File: config.mk
export PLATFORM = sky130hd
export DESIGN_NAME = mvsm_ram
export DESIGN_NICKNAME = d
export VERILOG_FILES = /design/src/rtl/mvsm_ram.sv
export SDC_FILE = /design/constraint.sdc
export NUM_CORES = 1
export LEC_CHECK = 0
export BUFFER_PORTS_ARGS = -buffer_cell sky130_fd_sc_hd__buf_2
export CAP_MARGIN = 25
export CORE_ASPECT_RATIO = 0.75
export CORE_UTILIZATION = 30
export CTS_BUF_LIST = sky130_fd_sc_hd__clkbuf_4
export CTS_CLUSTER_SIZE = 8
export DETAILED_ROUTE_END_ITERATION = 8
export SETUP_SLACK_MARGIN = 0.1
export SYNTH_ARGS = -nofsm -noshare
export SYNTH_HDL_FRONTEND = slang
export SYNTH_SLANG_ARGS = --single-unit
File: constraint.sdc
create_clock -name clk_i -period 3.9 [get_ports clk_i]
set_input_delay 0.585 -clock clk_i [delete_from_list [all_inputs] [get_ports clk_i]]
set_output_delay 0.585 -clock clk_i [all_outputs]
set_load 0.02 [all_outputs]
File: src/rtl/mvsm_ram.sv
// ----------------------------------------------------------------------------
// mvsm_ram
// Generic single-port synchronous RAM with registered read.
// ----------------------------------------------------------------------------
module mvsm_ram #(
  parameter int unsigned Width = 32,
  parameter int unsigned Depth = 16
) (
  input  logic                     clk_i,
  input  logic                     we_i,
  input  logic [$clog2(Depth)-1:0] addr_i,
  input  logic [Width-1:0]         wdata_i,
  output logic [Width-1:0]         rdata_o
);

  logic [Width-1:0] mem_q [Depth];

  always_ff @(posedge clk_i) begin
    if (we_i) begin
      mem_q[addr_i] <= wdata_i;
    end
    rdata_o <= mem_q[addr_i];
  end

endmodule

==> metrics.csv <==
stage,metric,value,unit
job,drv_cap,0,
synth,yosys.area.top_type,edfxtp_1,
layout,nets,1060,
place,place_worst_setup_slack,1.08,ns
synth,synth_top_family_by_area,multiplexers,
setup_path,r2r-start,mem_q[11][1]$_DFFE_PP_,
timing,fmax,485,MHz
synth,synth_seq_area_share,0.806,
grt,antenna_found_initial,4,
setup_path,crit_path_start_kind,input port,
place,place_congestion,0.718,
synth,synth_compound_area_frac,0.0242,
setup_path,arrival,2.69,ns
synth,ys_warn_count,0,
synth,synth_most_common_cell,edfxtp_1,
grt,grt.total_usage,0.139,
place,dpl_cell_area,21600,sq um
synth,synth-seq-cells,544,
hold_path,hold_start,wdata_i[23],
synth,synth_mux_area_frac,0.145,
synth,synth_cell_types,17,
clock_network,htreeDepth,3,
hold_path,hold_path_end,mem_q[6][23]$_DFFE_PP_,
synth,synthesis.nets,878,
power,ir_drop,0.000257,V
routing,avgRoutedWirePerCell,23.1,um
routing,dr.pass1.iters,5,
synth,synthAdderAreaFrac,0,
timing,finalCritPeriodShare,0.529,
clock_network,clk_latency,0.81,ns
run_status,status,"complete, no violations",
layout,stdcell_count,1997,
power,p_per_area,503,nW/um^2
routing,num_vias,9530,
layout,layout-drive-gt1-share,0.410,
die,die_height,225,um
setup_path,crit_slowest_cell,buf_4,
layout,synthToLayoutAreaGrowth,16.9,%
place,port_buffers,69,
die,fp.coreArea,65400,sq um
clock_network,cts-root-buf,clkbuf_4,
clock_network,numClockSinks,544,
grt,busiest_layer,met2,
die,fp.dieArea,67300,sq um
clock_network,postCtsHoldBufs,0,
timing,clock_skew,0.0506,ns
timing,slew_violations,0,
timing,finalSetupTns,0,ns
clock_network,cts.clk_slew.worst_paths,0.07,ns
setup_path,end_kind,flop,
clock_network,max-clock-path-buffers,3,
synth,synth_area,19900,sq um
place,dp_hpwl,25.0,mm
clock_network,cts_setup_buffers,0,
synth,yosys.area.top_type_share,0.774,
layout,design_area,23200,sq um
hold_path,worstHoldPathCells,1,
clock_network,cts-buffers-inserted,119,
timing,fin_crit,2.06,ns
routing,drtIter0Drc,778,
synth,netlist_instances,840,
grt,grt_max_degree,52,
setup_path,cp_cell_sequence,buf_6 -> buf_4 -> mux4_2 -> a22oi_1 -> nand2_1,
grt,grt_pass1_vias,10016,
routing,wirelength,46.0,mm
grt,globalRoute.totalOverflow,0,
synth,synth_ff_type,edfxtp_1,
place,place_inst,1772,
grt,grt_pass1_wl,68.0,mm
synth,syn_avg_cell_area,23.6,sq um
routing,drt-vias-per-instance,4.77,
grt,grt_util_met2,0.212,
hold_path,min_path_type,input port to flop,
routing,drtAntennaViolNets,0,
setup_path,cp_max_fo,48,
timing,rsz0062_at_grt,no,
timing,tightest_slew,1.01,ns
synth,synth_enable_flop_cells,512,
timing,relSlewSlack,0.327,
die,die_x,299,um
setup_path,worstPathRequired,4.52,ns
power,p_leak,0.00751,uW
setup_path,r2r_cells,3,
timing,setup_viol,0,
synth,synth_xor_area_frac,0,
routing,drcViolationCount,0,
grt,use_met3,0.0365,
die,start_util,0.304,
synth,synth-async-reset-ratio,0,
clock_network,cts_resized,0,
timing,hold_viol_final,0,
die,rows,81,
synth,ys_top_cells_by_area,"edfxtp_1, mux4_2, dfxtp_1",
clock_network,cts_tree,yes,
setup_path,critPathKind,input port to flop,
timing,setup_slack,1.84,ns
setup_path,cpLargestDelayFamily,buffers and inverters,
die,num_io_pins,70,
grt,met1_usage,0.197,
setup_path,slowest_delay,0.71,ns
setup_path,r2r-end,rdata_o[1]$_DFF_P_,
setup_path,critPathBufInv,2,
layout,fill_cells,6043,
synth,ys_top_cells_by_count,"edfxtp_1, mux4_2, a22oi_1",
setup_path,r2r_slack,2.35,ns
synth,synth_simple_gate_area_share,0.0127,
## sequential cells by signal, indices dropped and copies added, names as in the netlist
signal   flops
rdata_o     32
mem_q      512
## per-layer routing
metal | up-vias | share of wire
li1 | 4046 | -
met1 | 5062 | 0.44
met2 | 357 | 0.47
met3 | 65 | 0.071
met4 | 0 | 0.015
met5 | - | 0
## per-stage QoR
step / util / hold slack [ns] / total power (uW)
2_1_floorplan: - / 0.635 / 7050
3_3_place_gp: 0.330 / 0.656 / 7330
3_5_place_dp: 0.331 / 0.661 / 7340
4_1_cts: 0.355 / 0.0408 / 11800
5_1_grt: 0.355 / 0.0643 / 12200
6_report: 0.355 / 0.144 / 11700
## kinds of logic after synthesis
logic type | count (synthesis)
compound gates | 64
buf+inv | 45
flops | 544
mux | 128
simple gates | 59
## worst register-to-register path: stages (launching register included)
cell	delay, ns
edfxtp_1	0.36
mux4_2	0.48
a22oi_1	0.38
nand2_1	0.17
## report_power, final
part	total, uW	internal (uW)	switching (uW)	leakage, uW
clock	4470	2330	2150	0.000974
combinational	629	238	391	0.00164
sequential	6570	6530	40.9	0.00489
## layout by cell type (no fill, tap or decap), drive strengths merged
cell type and count:
nand2 33, mux4 128, nor3 4, nand2b 2, or3b 1, dfxtp 32, buf 105, nor2 13
edfxtp 512, clkinv 21, inv 1, nand3b 2, nand3 1, nor2b 2, a22oi 64, clkbuf 203
and2 1, diode 1
## area by class of cell
cell class              count  area (sq um)  area share
repair buffers            106           751      0.0323
clock buffers             202          1520      0.0653
flip-flops and latches    544         16000       0.690
diodes                      1          2.50    0.000108
multi-input cells         251          3750       0.161
clock inverters            22          97.6     0.00420
well taps                 871          1090      0.0469
## worst max-delay path by stage
stage	startpoint	endpoint	slack, ns	cells past startpoint
after floorplan	addr_i[1]	mem_q[0][0]$_DFFE_PP_	0.07	4
after global placement	addr_i[1]	rdata_o[1]$_DFF_P_	1.07	5
after detailed placement	addr_i[1]	rdata_o[1]$_DFF_P_	1.08	5
after CTS	rdata_o[17]$_DFF_P_	rdata_o[17]	1.80	1
after global routing	rdata_o[17]$_DFF_P_	rdata_o[17]	1.81	1
final	addr_i[1]	rdata_o[1]$_DFF_P_	1.84	5
Power figures use the tool's default switching activity.
